==> config.mk <==
export PLATFORM = sky130hd
export DESIGN_NAME = quoted_string_unescape_parser
export DESIGN_NICKNAME = d
export VERILOG_FILES = /design/src/design/qsu_pkg.sv /design/src/design/quoted_string_unescape_parser.sv
export SDC_FILE = /design/constraint.sdc
export NUM_CORES = 1
export LEC_CHECK = 0
export BUFFER_PORTS_ARGS = -buffer_cell sky130_fd_sc_hd__buf_2
export CAP_MARGIN = 20
export CELL_PAD_IN_SITES_DETAIL_PLACEMENT = 1
export CELL_PAD_IN_SITES_GLOBAL_PLACEMENT = 1
export CORE_AREA = 2 2 91 75
export CTS_BUF_LIST = sky130_fd_sc_hd__clkbuf_16
export CTS_CLUSTER_SIZE = 40
export DETAILED_ROUTE_END_ITERATION = 6
export DIE_AREA = 0 0 93 77
export PLACE_DENSITY = 0.93
export REMOVE_ABC_BUFFERS = 1
export SETUP_SLACK_MARGIN = 0.2
export SKIP_LAST_GASP = 1
export SLEW_MARGIN = 40
export SYNTH_ARGS = -nofsm -noshare
export SYNTH_HDL_FRONTEND = slang
export SYNTH_SLANG_ARGS = --single-unit
==> constraint.sdc <==
create_clock -name clock -period 4.3 [get_ports clock]
set_input_delay 0.43 -clock clock [delete_from_list [all_inputs] [get_ports clock]]
set_output_delay 0.43 -clock clock [all_outputs]
set_load 0.05 [all_outputs]
==> src/design/qsu_pkg.sv <==
package qsu_pkg;

   typedef enum logic [1:0] {
      KIND_DATA = 2'd0,
      KIND_DONE = 2'd1,
      KIND_FAIL = 2'd2,
      KIND_ERR  = 2'd3
   } kind_type;

   typedef struct packed {
      logic       end_of_input;
      logic [7:0] byte_in;
   } req_payload_type;

   typedef struct packed {
      logic [7:0] out_byte;
      kind_type   kind;
      logic       last_result;
   } rsp_payload_type;

   localparam logic [7:0] QUOTE_CHAR     = 8'h22;
   localparam logic [7:0] BACKSLASH_CHAR = 8'h5C;
   localparam logic [1:0] HEX_DIGITS_MAX = 2'd2;
   localparam logic [1:0] OCT_DIGITS_MAX = 2'd3;
   localparam logic [8:0] BYTE_MAX_VALUE = 9'd255;

endpackage

==> src/design/quoted_string_unescape_parser.sv <==
// A result beat is registered and visible on rsp the cycle after its req beat is accepted.
// Throughput: one req beat per cycle while rsp_ready is high; a beat that yields two
// results (a digit run ended by any byte but a backslash, or by end of input) holds
// req_ready low until the first of them has left. A new beat is taken when the result
// buffer is empty or its last entry leaves in the same cycle.
// Synchronous active-high reset: parser idle, digit run cleared, result buffer empty,
// skip_leading_space set to 1.
module quoted_string_unescape_parser import qsu_pkg::*; (
   input  logic            clock,
   input  logic            reset,
   input  logic            req_valid,
   output logic            req_ready,
   input  req_payload_type req_payload,
   output logic            rsp_valid,
   input  logic            rsp_ready,
   output rsp_payload_type rsp_payload,
   input  logic            csr_valid,
   output logic            csr_ready,
   input  logic            csr_data
);

   typedef enum logic [2:0] {
      PH_IDLE = 3'd0,
      PH_STR  = 3'd1,
      PH_ESC  = 3'd2,
      PH_HEX  = 3'd3,
      PH_OCT  = 3'd4
   } phase_type;

   typedef struct packed {
      logic            emit;
      rsp_payload_type res;
      phase_type       next_phase;
   } str_out_type;

   function automatic logic is_space(input logic [7:0] c);
      return (c == 8'h20) || (c >= 8'h09 && c <= 8'h0D);
   endfunction

   function automatic logic is_punct(input logic [7:0] c);
      return (c >= 8'h21 && c <= 8'h2F) || (c >= 8'h3A && c <= 8'h40) ||
             (c >= 8'h5B && c <= 8'h60) || (c >= 8'h7B && c <= 8'h7E);
   endfunction

   // Plain handling of a byte inside the string.
   function automatic str_out_type str_step(input logic [7:0] c, input logic eoi);
      str_out_type so;
      so.emit = 1'b0;
      so.res.out_byte = 8'd0;
      so.res.kind = KIND_DATA;
      so.res.last_result = 1'b1;
      so.next_phase = PH_STR;
      priority if (eoi) begin
         so.emit = 1'b1;
         so.res.kind = KIND_ERR;
         so.next_phase = PH_IDLE;
      end else if (c == QUOTE_CHAR) begin
         so.emit = 1'b1;
         so.res.kind = KIND_DONE;
         so.next_phase = PH_IDLE;
      end else if (c == BACKSLASH_CHAR) begin
         so.next_phase = PH_ESC;
      end else begin
         so.emit = 1'b1;
         so.res.out_byte = c;
      end
      return so;
   endfunction

   phase_type       phase_ff, phase_in;
   logic [8:0]      esc_val_ff, esc_val_in;
   logic [1:0]      digit_cnt_ff, digit_cnt_in;
   logic            skip_ff;

   rsp_payload_type head_ff, tail_ff;
   logic [1:0]      buf_cnt_ff;

   logic [7:0]      c;
   logic            eoi;
   str_out_type     str_res;
   logic            hex_ok, oct_ok;
   logic [3:0]      hex_dig;
   logic [8:0]      hex_val, oct_val;
   logic [1:0]      cnt_inc;
   logic [1:0]      n_res;
   rsp_payload_type res0, res1;
   logic            accept, pop;

   assign c   = req_payload.byte_in;
   assign eoi = req_payload.end_of_input;

   always_comb begin
      hex_ok  = 1'b1;
      hex_dig = 4'd0;
      if (c >= 8'h30 && c <= 8'h39) begin
         hex_dig = c[3:0];
      end else if ((c >= 8'h41 && c <= 8'h46) || (c >= 8'h61 && c <= 8'h66)) begin
         hex_dig = c[3:0] + 4'd9;
      end else begin
         hex_ok = 1'b0;
      end
      hex_ok = hex_ok && !eoi;
   end

   assign oct_ok  = !eoi && (c >= 8'h30) && (c <= 8'h37);
   assign hex_val = {esc_val_ff[4:0], hex_dig};
   assign oct_val = {esc_val_ff[5:0], c[2:0]};
   assign cnt_inc = digit_cnt_ff + 2'd1;
   assign str_res = str_step(c, eoi);

   always_comb begin
      phase_in     = phase_ff;
      esc_val_in   = esc_val_ff;
      digit_cnt_in = digit_cnt_ff;
      n_res        = 2'd0;
      res0         = '{out_byte: 8'd0, kind: KIND_DATA, last_result: 1'b1};
      res1         = str_res.res;
      unique case (phase_ff)
         PH_STR: begin
            phase_in = str_res.next_phase;
            res0     = str_res.res;
            n_res    = {1'b0, str_res.emit};
         end
         PH_ESC: begin
            phase_in = PH_STR;
            n_res    = 2'd1;
            if (eoi) begin
               res0.kind = KIND_ERR;
               phase_in  = PH_IDLE;
            end else begin
               unique case (c)
                  8'h6E: res0.out_byte = 8'h0A;
                  8'h74: res0.out_byte = 8'h09;
                  8'h66: res0.out_byte = 8'h0C;
                  8'h72: res0.out_byte = 8'h0D;
                  8'h76: res0.out_byte = 8'h0B;
                  8'h78: begin
                     n_res        = 2'd0;
                     esc_val_in   = 9'd0;
                     digit_cnt_in = 2'd0;
                     phase_in     = PH_HEX;
                  end
                  8'h30: begin
                     n_res        = 2'd0;
                     esc_val_in   = 9'd0;
                     digit_cnt_in = 2'd0;
                     phase_in     = PH_OCT;
                  end
                  default: begin
                     if (is_punct(c)) begin
                        res0.out_byte = c;
                     end else begin
                        res0.kind = KIND_ERR;
                        phase_in  = PH_IDLE;
                     end
                  end
               endcase
            end
         end
         PH_HEX: begin
            if (hex_ok) begin
               esc_val_in   = hex_val;
               digit_cnt_in = cnt_inc;
               if (cnt_inc >= HEX_DIGITS_MAX) begin
                  n_res         = 2'd1;
                  res0.out_byte = hex_val[7:0];
                  esc_val_in    = 9'd0;
                  digit_cnt_in  = 2'd0;
                  phase_in      = PH_STR;
               end
            end else begin
               esc_val_in   = 9'd0;
               digit_cnt_in = 2'd0;
               if (digit_cnt_ff == 2'd0) begin
                  n_res     = 2'd1;
                  res0.kind = KIND_ERR;
                  phase_in  = PH_IDLE;
               end else begin
                  // run ended: emit its value, then handle this byte in the string
                  res0.out_byte = esc_val_ff[7:0];
                  n_res         = str_res.emit ? 2'd2 : 2'd1;
                  phase_in      = str_res.next_phase;
               end
            end
         end
         PH_OCT: begin
            if (oct_ok) begin
               esc_val_in   = oct_val;
               digit_cnt_in = cnt_inc;
               if (cnt_inc >= OCT_DIGITS_MAX) begin
                  n_res        = 2'd1;
                  esc_val_in   = 9'd0;
                  digit_cnt_in = 2'd0;
                  if (oct_val > BYTE_MAX_VALUE) begin
                     res0.kind = KIND_ERR;
                     phase_in  = PH_IDLE;
                  end else begin
                     res0.out_byte = oct_val[7:0];
                     phase_in      = PH_STR;
                  end
               end
            end else begin
               esc_val_in    = 9'd0;
               digit_cnt_in  = 2'd0;
               res0.out_byte = esc_val_ff[7:0];
               n_res         = str_res.emit ? 2'd2 : 2'd1;
               phase_in      = str_res.next_phase;
            end
         end
         default: begin
            // idle, and the unused phase codes
            phase_in = PH_IDLE;
            if (eoi) begin
               n_res     = 2'd1;
               res0.kind = KIND_FAIL;
            end else if (c == QUOTE_CHAR) begin
               esc_val_in   = 9'd0;
               digit_cnt_in = 2'd0;
               phase_in     = PH_STR;
            end else if (!(skip_ff && is_space(c))) begin
               n_res     = 2'd1;
               res0.kind = KIND_FAIL;
            end
         end
      endcase
      res0.last_result = (n_res == 2'd1);
      res1.last_result = 1'b1;
   end

   // Two-entry result buffer; a new beat is taken only when it will be empty.
   assign rsp_valid   = (buf_cnt_ff != 2'd0);
   assign rsp_payload = head_ff;
   assign pop         = rsp_valid && rsp_ready;
   assign req_ready   = (buf_cnt_ff == 2'd0) || (buf_cnt_ff == 2'd1 && rsp_ready);
   assign accept      = req_valid && req_ready;
   assign csr_ready   = 1'b1;

   always_ff @(posedge clock) begin
      if (reset) begin
         phase_ff     <= PH_IDLE;
         esc_val_ff   <= 9'd0;
         digit_cnt_ff <= 2'd0;
         skip_ff      <= 1'b1;
         buf_cnt_ff   <= 2'd0;
      end else begin
         if (csr_valid) begin
            skip_ff <= csr_data;
         end
         if (accept) begin
            phase_ff     <= phase_in;
            esc_val_ff   <= esc_val_in;
            digit_cnt_ff <= digit_cnt_in;
            head_ff      <= res0;
            tail_ff      <= res1;
            buf_cnt_ff   <= n_res;
         end else if (pop) begin
            head_ff    <= tail_ff;
            buf_cnt_ff <= buf_cnt_ff - 2'd1;
         end
      end
   end

endmodule

Word level (Yosys, flattened, before mapping)
Cells that the tools add are included.
{"block": "op_classes", "addsub": 3, "order_cmp": 20, "eq_ne": 21, "n_mux": 81, "bitwise": 2, "reduce_logical": 34}
{"cell": "8-bit two-way mux", "count": 17}
{"cell": "8-bit one-hot mux with 4 select lines", "count": 2}
{"cell": "8-bit by 7-bit == test with 1-bit output, second input constant", "count": 7}
{"cell": "2-bit two-way mux", "count": 28}
{"cell": "8-bit one-hot mux with 6 select lines", "count": 1}
{"cell": "8-bit by 7-bit less-or-equal comparator with 1-bit output, second input constant", "count": 5}
{"cell": "8-bit by 7-bit greater-or-equal comparator with 1-bit output, second input constant", "count": 4}
{"cell": "8-bit by 6-bit == test with 1-bit output, second input constant", "count": 3}
{"cell": "8-bit by 6-bit greater-or-equal comparator with 1-bit output, second input constant", "count": 3}
{"cell": "8-bit by 6-bit less-or-equal comparator with 1-bit output, second input constant", "count": 3}
{"cell": "2-bit one-hot mux with 4 select lines", "count": 3}
{"cell": "11-bit two-way mux", "count": 2}
{"cell": "3-bit two-way mux", "count": 6}
{"cell": "1-bit two-way mux", "count": 16}
{"cell": "1-bit logical AND", "count": 15}
{"cell": "3-bit one-hot mux with 4 select lines", "count": 1}
{"cell": "10-bit two-way mux", "count": 1}
{"cell": "9-bit by 8-bit > comparator with 1-bit output, second input constant", "count": 1}
{"cell": "9-bit two-way mux", "count": 1}
{"cell": "3-bit one-hot mux with 3 select lines", "count": 1}
{"cell": "8-bit by 4-bit greater-or-equal comparator with 1-bit output, second input constant", "count": 1}
{"cell": "8-bit by 4-bit less-or-equal comparator with 1-bit output, second input constant", "count": 1}
{"cell": "4-bit two-way mux", "count": 2}
{"cell": "7-bit OR reduction", "count": 1}
{"cell": "22 further kinds", "count": 36}
{"block": "word_totals", "reg_bits": 37, "output_inout_bits": 14, "word_cells": 171}

Longest topological paths before layout
Gate-level depths: netlist (run 1).
{"block": "logic_depth", "word_depth": 10, "ltp_mapped": 9, "ltp_nobuf": 8}

Worst setup path after synthesis (run 1)
OpenSTA, ideal clock, no wires.
{"block": "synth_path", "path_kind": "input to register", "startpoint": "in req_payload[0] (netlist name)", "endpoint": "reg phase_ff[0]", "setup_ns": 0.128, "arrival_ns": 2.320, "required_time_ns": 4.172, "slack_ns": 1.852, "stages": 9, "n_path_buf": 1, "cell_sequence": "clkbuf_1 inv_1 ha_1 nor3b_1 a31o_2 a41oi_1 a221o_1 a2111oi_2 o41ai_2"}
{"block": "synth_between", "elab_chain_cells": 9, "elab_cells_between_ends": 59}
{"item": "start: declaration", "line_no": "quoted_string_unescape_parser.sv:13", "source": "input req_payload_type req_payload,"}
{"item": "8-bit by 6-bit greater-or-equal comparator with 1-bit output, or another cell as far along", "line_no": "quoted_string_unescape_parser.sv:41", "source": "return (c >= 8'h21 && c <= 8'h2F) || (c >= 8'h3A && c <= 8'h40) ||"}
{"item": "1-bit logical AND", "line_no": "quoted_string_unescape_parser.sv:41"}
{"item": "1-bit logical OR (2 in a row)", "line_no": "quoted_string_unescape_parser.sv:41"}
{"item": "1-bit logical OR", "line_no": "quoted_string_unescape_parser.sv:42", "source": "(c >= 8'h5B && c <= 8'h60) || (c >= 8'h7B && c <= 8'h7E);"}
{"item": "1-bit two-way mux", "line_no": "quoted_string_unescape_parser.sv:150", "source": "if (is_punct(c)) begin"}
{"item": "3-bit one-hot mux with 3 select lines", "line_no": "quoted_string_unescape_parser.sv:131", "source": "unique case (c)"}
{"item": "3-bit two-way mux", "line_no": "quoted_string_unescape_parser.sv:127", "source": "if (eoi) begin"}
{"item": "3-bit one-hot mux with 4 select lines", "line_no": "quoted_string_unescape_parser.sv:118", "source": "unique case (phase_ff)"}
{"item": "end signal: assignment", "line_no": "quoted_string_unescape_parser.sv:250", "source": "phase_ff <= phase_in;"}
{"item": "end: declaration", "line_no": "quoted_string_unescape_parser.sv:70", "source": "phase_type phase_ff, phase_in;"}
Parallel ways exist; a longest one is shown, timed or not. The select of a mux whose other input is x is not followed.
A chain may end at the register's enable or synchronous reset.

Worst setup path in the final report (run 1)
{"block": "layout_path", "startpoint": "in req_payload[0] (netlist name)", "endpoint": "reg head_ff (netlist bit rsp_payload[7]), data pin"}
{"block": "layout_between", "elab_chain_cells": 10, "elab_cells_between_ends": 54}
{"item": "8-bit by 6-bit greater-or-equal comparator with 1-bit output, or another cell as far along", "line_no": "quoted_string_unescape_parser.sv:41"}
{"item": "1-bit logical AND", "line_no": "quoted_string_unescape_parser.sv:41"}
{"item": "1-bit logical OR (2 in a row)", "line_no": "quoted_string_unescape_parser.sv:41"}
{"item": "1-bit logical OR", "line_no": "quoted_string_unescape_parser.sv:42"}
{"item": "8-bit two-way mux", "line_no": "quoted_string_unescape_parser.sv:150"}
{"item": "8-bit one-hot mux with 6 select lines", "line_no": "quoted_string_unescape_parser.sv:131"}
{"item": "8-bit two-way mux", "line_no": "quoted_string_unescape_parser.sv:127"}
{"item": "8-bit one-hot mux with 4 select lines (*)", "line_no": "quoted_string_unescape_parser.sv:118"}
{"item": "11-bit two-way mux (*)", "line_no": "quoted_string_unescape_parser.sv:249", "source": "if (accept) begin"}
{"item": "end signal: assignment", "line_no": "quoted_string_unescape_parser.sv:253", "source": "head_ff <= res0;"}
{"item": "end signal: assignment", "line_no": "quoted_string_unescape_parser.sv:257", "source": "head_ff <= tail_ff;"}
{"item": "end: declaration", "line_no": "quoted_string_unescape_parser.sv:75", "source": "rsp_payload_type head_ff, tail_ff;"}
Every way passes the cells marked *; elsewhere a longest branch is shown, timed or not.

==> impl_metrics.env, run 1 <==
export IMPL_min_from="csr_data"
export IMPL_core_area_sq_mm=0.00625
export IMPL_yosys_warnings=0
export IMPL_grt_usage=0.306
export IMPL_path_depth=9
export IMPL_syn_area_sq_mm=0.00298
export IMPL_r2r_cells=5
export IMPL_cp_max_fo=13
export IMPL_antenna_found_initial=0
export IMPL_grt_busiest_layer="met2"
export IMPL_setup_tns_ps=0
export IMPL_ctsResizeCount=0
export IMPL_drt_vias_per_instance=7.20
export IMPL_cts_buffers_inserted=5
export IMPL_h_tree_depth=2
export IMPL_use_met1=0.428
export IMPL_clk_pin_slew_worst_paths_ps=60
export IMPL_fin_crit_ps=2750
export IMPL_critPathCapture="rsp_payload[7]"
export IMPL_grt_pass1_vias=3080
export IMPL_async_flop_share=0
export IMPL_path_delay_family="compound AO/OA/AOI/OAI gates"
export IMPL_port_buffers=27
export IMPL_io_pins=29
export IMPL_synth_yosys_seq_area_share=0.319
export IMPL_wirelength_um=10700
export IMPL_worst_endpoint_required_ps=4410
export IMPL_synthCells=344
export IMPL_critPathLaunch="req_payload[0]"
export IMPL_crit_path_start_kind="input pin"
export IMPL_grt_pass1_wl_um=17000
export IMPL_grt_max_degree=25
export IMPL_power_density_mw_per_mm2=374
export IMPL_drt_initial_drc_count=364
export IMPL_gp_congestion=0.958
export IMPL_rows=26
export IMPL_worst_path_buf_inv=2
export IMPL_critPathCaptureType="flip-flop"
export IMPL_worst_slew_pin_slew_ps=854
export IMPL_cts_sinks=37
export IMPL_r2r_start="phase_ff[2]"
export IMPL_ant_nets=0
export IMPL_use_met2=0.476
export IMPL_cts_root_buffer="clkbuf_16"
export IMPL_ctsHoldBuffers=0
export IMPL_die_w_um=93
export IMPL_drt_pass1_iter_count=5
export IMPL_drv_slew=0
export IMPL_synth_edff_count=21
export IMPL_crit_arrival_ps=2860
export IMPL_cts_path_max_buffers=2
export IMPL_reg2reg_to="rsp_payload[7]"
export IMPL_hold_viol=0
export IMPL_cap_viol_max_count=0
export IMPL_ir_drop_mv=0.157
export IMPL_dieArea_sq_mm=0.00716
export IMPL_syn_avg_cell_area_sq_um=8.67
export IMPL_report_power_total_mw=1.24
export IMPL_setup_viol_count_final=0
export IMPL_die_height_um=77
export IMPL_cts_tree="built"
export IMPL_regToRegSetupSlack_ps=1570
export IMPL_ys_flop_type="edfxtp_1"
export IMPL_hpwl_um=7730
export IMPL_cp_slowest_stage_delay_ps=670
export IMPL_n_antenna_cell=0
export IMPL_crit_top_cell="a41oi_1"
export IMPL_fmax_mhz=364
export IMPL_vias=3173
export IMPL_met3_usage=0.0521
export IMPL_crit_type="in2reg"
export IMPL_final_cell_mix="a21oi_1, buf_2, nand2_1"
export IMPL_syn2layout_area_growth_pct=11.3
export IMPL_drc=0
export IMPL_finalClockSkew_ps=4.77
export IMPL_path_cells="buf_2, inv_1, ha_1, nor3b_1, a31o_2, a41oi_1, and2_1, o21ai_0, a41oi_1"
export IMPL_cts_setup_buffers=0
export IMPL_hp_class="in2reg"
export IMPL_fin_crit_sh=0.639
export IMPL_clk_latency_ps=290
export IMPL_layout_commonest_cell="a21oi_1"
export IMPL_layout_drive_gt1_share=0.162
export IMPL_grt_overflow_total=0
export IMPL_start_util=0.477
export IMPL_yosysUniqueCellTypes=76
export IMPL_slowest_stage="a41oi_1"
export IMPL_slew_headroom=0.423
export IMPL_p_leak_nw=1.26
export IMPL_ys_ff_latch=37
export IMPL_run_status="finished clean"
export IMPL_rsz0062_at_grt="no"
export IMPL_finalNetCount=382
export IMPL_wl_per_cell_um=24.3
metal layers:
layer	routed length, um	part of all wire	vias to the layer above
li1	-	-	1348
met1	4500	0.42	1566
met2	4770	0.44	219
met3	1110	0.10	40
met4	358	0.033	0
met5	0	0	-
tightest hold or removal path, delay by kind of cell:
family | cells | cell delay [ps]
buffers and inverters | 1 | 80
AND/OR/NAND/NOR | 1 | 60
multiplexers | 1 | 60
sequential cells by signal (all words and copies together), names as in the netlist:
signal        cells
digit_cnt_ff      2
rsp_payload      11
esc_val_ff        8
skip_ff           1
phase_ff          3
buf_cnt_ff        2
tail_ff          10
logic make-up after synthesis:
kind of cell,after synthesis,share of synthesized area
AOI/OAI and AO/OA,134,0.341
xor gates and xnor gates,2,0.00588
adders and majority gates,11,0.0462
buffers and inverters,38,0.0533
DFF,37,0.319
muxes,2,0.00671
other,1,0.00126
and+or+nand+nor,119,0.227
synthesized netlist by cell type, drive strengths merged, types with 7 or more instances:
cell	number	share of area
a22o	10	0.029
a211oi	8	0.029
ha	11	0.046
nor2	17	0.021
clkbuf	13	0.016
nand2b	8	0.017
a31oi	7	0.015
nand3	16	0.027
nand2	22	0.028
o21ai	22	0.038
dfxtp	16	0.11
and2	10	0.021
a21o	13	0.033
edfxtp	21	0.21
a221oi	7	0.023
buf	10	0.018
a21oi	32	0.060
inv	15	0.019
where the power goes:
group / total, mW / internal (mW) / switching (mW)
Clock: 0.424 / 0.272 / 0.152
Combinational: 0.384 / 0.108 / 0.276
Sequential: 0.435 / 0.417 / 0.0181
how the worst min path moves through the flow:
stage                    end  slack, ps  cells past startpoint
2_1_floorplan  esc_val_ff[6]        430                      1
3_3_place_gp   esc_val_ff[6]        450                      1
3_5_place_dp   esc_val_ff[6]        460                      1
4_1_cts              skip_ff        370                      3
5_1_grt              skip_ff        410                      3
6_report             skip_ff        360                      3
metrics by stage:
| step | hold slack [ps] | area (sq um) | setup WS (ps) | utilization | cells |
|---|---|---|---|---|---|
| 6_report | 361 | 3320 | 1550 | 0.531 | 441 |
| 5_1_grt | 408 | 3320 | 1430 | 0.531 | 441 |
| 4_1_cts | 368 | 3310 | 1610 | 0.530 | 441 |
| 3_5_place_dp | 457 | 3150 | 1340 | 0.504 | 433 |
| 3_3_place_gp | 450 | 3130 | 1290 | 0.501 | 433 |
| 2_1_floorplan | 426 | 2880 | 1950 | - | 321 |
cell type report:
class | instances | area, sq um
multi-input cells | 269 | 1900
inverters | 15 | 56.3
clock inverters | 3 | 41.3
clock buffers | 5 | 125
repair buffers | 28 | 143
fillers | 756 | 2930
flip-flops and latches | 37 | 951
well taps | 84 | 105
Power figures use the tool's default switching activity.
==> run 2, diff against run 1 <==
CORE_AREA = 2 2 99 82   (was 2 2 91 75)
DIE_AREA = 0 0 101 84   (was 0 0 93 77)
PLACE_DENSITY = 0.84   (was 0.93)
clock period = 2.3 ns   (was 4.3 ns; I/O delays follow)
==> run 2 against run 1 <==
  * Non-clock buffer count is 67 higher
  * Hold slack worse by 210 ps
  * Sequential power is 86% higher
  * Via count is 3.5% higher
  * Clock power is 96% higher
==> impl_metrics.env, run 2 (same netlist as run 1, synthesis figures left out) <==
export IMPL_vias=3284
export IMPL_slew_headroom=0.571
export IMPL_power_density_mw_per_mm2=623
export IMPL_hold_viol=0
export IMPL_rows=29
export IMPL_setup_viol_count_final=0
export IMPL_critPathLaunch="buf_cnt_ff[0]"
export IMPL_path_cells="inv_1, ha_2, a21o_1, nand2_1, a21o_1, a211o_1, a21oi_1, a31oi_1"
export IMPL_finish_instance_area_sq_mm=0.00398
export IMPL_setup_tns_ps=0
export IMPL_crit_type="reg2reg"
export IMPL_r2r_start="buf_cnt_ff[0]"
export IMPL_finalNetCount=449
export IMPL_die_height_um=84
export IMPL_path_delay_family="compound AO/OA/AOI/OAI gates"
export IMPL_p_leak_nw=1.63
export IMPL_drc=0
export IMPL_drt_vias_per_instance=6.35
export IMPL_layout_commonest_cell="buf_4"
export IMPL_fin_crit_sh=0.906
export IMPL_cp_slowest_stage_delay_ps=330
export IMPL_wirelength_um=11700
export IMPL_grt_usage=0.274
export IMPL_largest_reg_flops=11
export IMPL_reg2reg_to="rsp_payload[6]"
export IMPL_h_tree_depth=2
export IMPL_drt_pass1_iter_count=5
export IMPL_crit_path_start_kind="flip-flop"
export IMPL_worst_slew_pin_slew_ps=635
export IMPL_start_util=0.391
export IMPL_die_w_um=101
export IMPL_core_area_sq_mm=0.00762
export IMPL_ctsHoldBuffers=0
export IMPL_r2r_cells=8
export IMPL_final_cell_mix="buf_4, a21oi_1, buf_2"
export IMPL_grt_max_degree=15
export IMPL_worst_path_buf_inv=1
export IMPL_critPathCaptureType="flip-flop"
export IMPL_ir_drop_mv=0.295
export IMPL_n_antenna_cell=0
export IMPL_worst_endpoint_required_ps=2330
export IMPL_syn2layout_area_growth_pct=33.3
export IMPL_path_depth=8
export IMPL_cts_tree="built"
export IMPL_cts_sinks=37
export IMPL_grt_pass1_wl_um=17900
export IMPL_crit_top_cell="a21o_1"
export IMPL_fillers=880
export IMPL_antenna_found_initial=0
export IMPL_drv_slew=0
export IMPL_critPathCapture="rsp_payload[6]"
export IMPL_cap_viol_max_count=0
export IMPL_min_from="csr_data"
export IMPL_rsz0062_at_grt="yes"
export IMPL_dieArea_sq_mm=0.00848
export IMPL_place_area_sq_mm=0.00364
export IMPL_hpwl_um=8730
export IMPL_hp_class="in2reg"
export IMPL_cts_buffers_inserted=5
export IMPL_finalClockSkew_ps=14.0
export IMPL_port_buffers=27
export IMPL_clk_pin_slew_worst_paths_ps=70
export IMPL_gp_congestion=1.02
export IMPL_ant_nets=0
export IMPL_layout_drive_gt1_share=0.342
export IMPL_grt_pass1_vias=3234
export IMPL_cts_path_max_buffers=2
export IMPL_whs_ps=151
export IMPL_slowest_stage="dfxtp_1"
export IMPL_grt_overflow_total=0
export IMPL_regToRegSetupSlack_ps=220
export IMPL_utilization=0.522
export IMPL_fin_crit_ps=2080
export IMPL_drt_initial_drc_count=291
export IMPL_crit_arrival_ps=2110
export IMPL_wl_per_cell_um=22.5
export IMPL_clk_latency_ps=300
export IMPL_run_status="finished clean"
export IMPL_fmax_mhz=480
export IMPL_cp_max_fo=9
export IMPL_io_pins=29
export IMPL_cts_root_buffer="clkbuf_16"
run 2: changes by cell type in the layout (fill, tap and decap cells not counted), moves of 3 or more:
| cell | previous run | this run |
|---|---|---|
| ha_2 | 0 | 3 |
| dfxtp_2 | 0 | 3 |
| buf_4 | 1 | 67 |
| ha_1 | 11 | 8 |
| dfxtp_1 | 16 | 12 |
run 2: worst min path at each step:
stage                            endpoint  slack, ps  cells after the start
after floorplan           digit_cnt_ff[1]        300                      1
after global placement      esc_val_ff[6]        440                      1
after detailed placement    esc_val_ff[6]        440                      1
after CTS                         skip_ff        160                      3
after global routing              skip_ff        180                      3
final                             skip_ff        150                      3
run 2: per-layer routing:
metal / part of all wire / track usage / routed length, um
met3: 0.067 / 0.0444 / 780
met4: 0.024 / 0.0676 / 277
met2: 0.46 / 0.439 / 5400
met1: 0.45 / 0.384 / 5200
met5: 0 / 0 / 0
run 2: what timing repair did:
action / 4_1_cts / 5_1_grt
buffers inserted: 0 / 3
endpoints found under the setup margin: 18 / 23
gates resized for setup: 10 / 23
pin swaps: 1 / 5
run 2: worst register-to-register path: stages (launching register included):
cell and delay [ps]:
dfxtp_1 330, inv_1 90, ha_2 230, a21o_1 130, nand2_1 250, a21o_1 250, a211o_1 280, a21oi_1 140
a31oi_1 120
run 2: where the power goes:
part / switching [mW] / internal, mW / total [mW]
registers: 0.0339 / 0.778 / 0.811
logic: 0.545 / 0.286 / 0.832
clock network: 0.318 / 0.514 / 0.832
run 2: area by class of cell:
class,instances,area (sq um),share of cell area
Tap cell,93,116,0.0293
Clock inverter,3,46.3,0.0116
Sequential cell,37,958,0.241
Inverter,15,56.3,0.0142
Timing Repair Buffer,95,658,0.166
Clock buffer,5,125,0.0315
Multi-Input combinational cell,269,2010,0.507
run 2: through the flow:
stage	worst slack (ps)	power [mW]	std cells
2_1_floorplan	37.4	1.30	321
3_3_place_gp	-36.0	1.57	506
3_5_place_dp	-96.5	1.60	506
4_1_cts	207	2.43	514
5_1_grt	120	2.56	517
6_report	216	2.48	517
==> run 3, diff against run 2 <==
--- a/config.mk
+++ b/config.mk
@@ -9,11 +9,12 @@
 export CAP_MARGIN = 20
 export CELL_PAD_IN_SITES_DETAIL_PLACEMENT = 1
-export CELL_PAD_IN_SITES_GLOBAL_PLACEMENT = 1
-export CORE_AREA = 2 2 99 82
+export CELL_PAD_IN_SITES_GLOBAL_PLACEMENT = 2
+export CORE_AREA = 2 2 110 91
 export CTS_BUF_LIST = sky130_fd_sc_hd__clkbuf_16
+export CTS_CLUSTER_DIAMETER = 30
 export CTS_CLUSTER_SIZE = 40
 export DETAILED_ROUTE_END_ITERATION = 6
-export DIE_AREA = 0 0 101 84
-export PLACE_DENSITY = 0.84
+export DIE_AREA = 0 0 112 93
+export PLACE_DENSITY = 0.83
 export REMOVE_ABC_BUFFERS = 1
 export SETUP_SLACK_MARGIN = 0.2
==> constraint.sdc (replaced) <==
create_clock -name clock -period 2.3 [get_ports clock]
set_input_delay 0.115 -clock clock [delete_from_list [all_inputs] [get_ports clock]]
set_output_delay 0.115 -clock clock [all_outputs]
set_load 0.05 [all_outputs]
==> run 3 against run 2 <==
  * Cell area decreased by 3.4%
  * Sequential power fell by 1%
  * Critical path type is now in2reg
  * Utilization decreased by 11 points
  * Highest routed layer unchanged
  * Clock skew decreased by 8.7 ps
  * Register-to-register slack about the same
==> impl_metrics.env, run 3 (same netlist as run 1, synthesis figures left out) <==
export IMPL_run_status="finished clean"
export IMPL_combPwrFrac=0.321
export IMPL_die_w_um=112
export IMPL_worst_path_buf_inv=1
export IMPL_ctsHoldBuffers=0
export IMPL_reg2reg_to="phase_ff[0]"
export IMPL_slowest_stage="a211o_4"
export IMPL_drt_initial_drc_count=232
export IMPL_h_tree_depth=2
export IMPL_drv_slew=0
export IMPL_n_antenna_cell=0
export IMPL_r2r_start="phase_ff[1]"
export IMPL_crit_path_start_kind="input pin"
export IMPL_grt_pass1_vias=3086
export IMPL_r2r_cells=7
export IMPL_largest_reg_flops=11
export IMPL_vias=3070
export IMPL_place_area_sq_mm=0.00355
export IMPL_layout_commonest_cell="buf_4"
export IMPL_cp_slowest_stage_delay_ps=430
export IMPL_setup_viol_count_final=0
export IMPL_stdcell_count=528
export IMPL_syn2layout_area_growth_pct=28.8
export IMPL_p_sw_uw=863
export IMPL_drt_vias_per_instance=5.81
export IMPL_cap_viol_max_count=0
export IMPL_cts_sinks=37
export IMPL_power_density_mw_per_mm2=662
export IMPL_io_pins=29
export IMPL_p_leak_nw=1.56
export IMPL_dieArea_sq_mm=0.0104
export IMPL_finalNetCount=434
export IMPL_cts_tree="built"
export IMPL_worst_endpoint_required_ps=2300
export IMPL_clk_latency_ps=290
export IMPL_hp_class="in2reg"
export IMPL_path_cells="buf_2, or3b_1, a211o_1, a211o_4, and4_1, a211oi_2, a221oi_1"
export IMPL_path_depth=7
export IMPL_ant_nets=0
export IMPL_wirelength_um=11000
export IMPL_worst_slew_pin_slew_ps=729
export IMPL_hold_viol=0
export IMPL_cts_buffers_inserted=5
export IMPL_layout_drive_gt1_share=0.296
export IMPL_fin_crit_ps=2100
export IMPL_drt_pass1_iter_count=4
export IMPL_grt_overflow_total=0
export IMPL_swShare=0.340
export IMPL_critPathCaptureType="flip-flop"
export IMPL_cts_path_max_buffers=2
export IMPL_p_seq_frac=0.315
export IMPL_start_util=0.318
export IMPL_path_delay_family="compound AO/OA/AOI/OAI gates"
export IMPL_slew_headroom=0.508
export IMPL_dp_cells=518
export IMPL_fin_crit_sh=0.913
export IMPL_final_cell_mix="buf_4, a21oi_1, buf_2"
export IMPL_gp_congestion=0.888
export IMPL_rsz0062_at_grt="yes"
export IMPL_hpwl_um=8510
export IMPL_antenna_found_initial=0
export IMPL_rows=32
export IMPL_drc=0
export IMPL_grt_max_degree=15
export IMPL_grt_usage=0.211
export IMPL_cts_root_buffer="clkbuf_16"
export IMPL_clkPwrFrac=0.364
export IMPL_regToRegSetupSlack_ps=210
export IMPL_cp_max_fo=9
export IMPL_fmax_mhz=476
export IMPL_critPathLaunch="req_payload[3]"
export IMPL_core_area_sq_mm=0.00937
export IMPL_grt_pass1_wl_um=17400
export IMPL_ir_drop_mv=0.314
export IMPL_critPathCapture="rsp_payload[2]"
export IMPL_wl_per_cell_um=20.9
export IMPL_crit_type="in2reg"
export IMPL_finish_instance_area_sq_mm=0.00384
export IMPL_internal_power_mw=1.68
export IMPL_finalClockSkew_ps=5.34
export IMPL_die_height_um=93
export IMPL_fillers=1120
export IMPL_port_buffers=27
export IMPL_clk_pin_slew_worst_paths_ps=60
export IMPL_crit_arrival_ps=2100
-- run 3: cell types whose count changed in the layout (fill, tap and decap cells not counted), sizes merged --
cell / previous run / this run
buf: 95 / 80
clkinvlp: 1 / 0
inv: 15 / 16
bufinv: 1 / 2
clkinv: 1 / 0
-- run 3: power by group through the flow --
stage	logic, mW	registers (mW)	clock network, mW
after floorplan	0.395	0.907	0
after global placement	0.770	0.812	0
after detailed placement	0.785	0.815	0
after CTS	0.799	0.801	0.935
after global routing	0.873	0.808	0.952
final	0.816	0.801	0.924
-- run 3: through the flow --
| stage | setup slack, ps | power, mW | hold WS (ps) | utilization | setup TNS (ps) |
|---|---|---|---|---|---|
| after global placement | -14.3 | 1.58 | 330 | 0.378 | -25.5 |
| after global routing | 157 | 2.63 | 96.8 | 0.410 | 0 |
| after detailed placement | -21.5 | 1.60 | 341 | 0.378 | -37.6 |
| after floorplan | 37.4 | 1.30 | 184 | - | 0 |
| after CTS | 207 | 2.54 | 47.8 | 0.404 | 0 |
| final | 200 | 2.54 | 48.5 | 0.410 | 0 |
-- run 3: worst register-to-register path, cell delays in order (launching register included) --
cell and delay, ps:
dfxtp_2 340, buf_4 160, nand3b_1 140, nor2_1 110, or3_1 430, a221o_1 360, a2111oi_4 340, o41ai_2 100
-- run 3: timing repair --
action                                  4_1_cts  5_1_grt
hold endpoints to repair                      0        0
pin swaps                                     0        7
gates resized for setup                       7       20
setup buffers                                 0        2
endpoints found under the setup margin       12       21
-- run 3: layout make-up --
type / instances / area (sq um) / area share
Multi-Input combinational cell: 269 / 1950 / 0.507
Sequential cell: 37 / 960 / 0.250
Timing Repair Buffer: 80 / 533 / 0.139
Tap cell: 119 / 149 / 0.0388
Clock buffer: 5 / 125 / 0.0326
Clock inverter: 3 / 68.8 / 0.0179
Inverter: 15 / 56.3 / 0.0147
-- run 3: layer usage --
layer  GRT usage  vias to the layer above  wire length, um
met5           0                        -                0
met4      0.0457                        0              122
met3      0.0324                       13              753
met2       0.343                      113             4890
met1       0.299                     1496             5270
li1            -                     1448                -
-- run 3: how the worst min path moves through the flow --
stage | startpoint | endpoint | slack [ps] | cells past startpoint
floorplan | reset | digit_cnt_ff[1] | 180 | 1
finish | csr_data | skip_ff | 50 | 3
global placement | csr_data | skip_ff | 330 | 3
CTS | csr_data | skip_ff | 50 | 3
global route | csr_data | skip_ff | 100 | 3
detailed placement | csr_data | skip_ff | 340 | 3
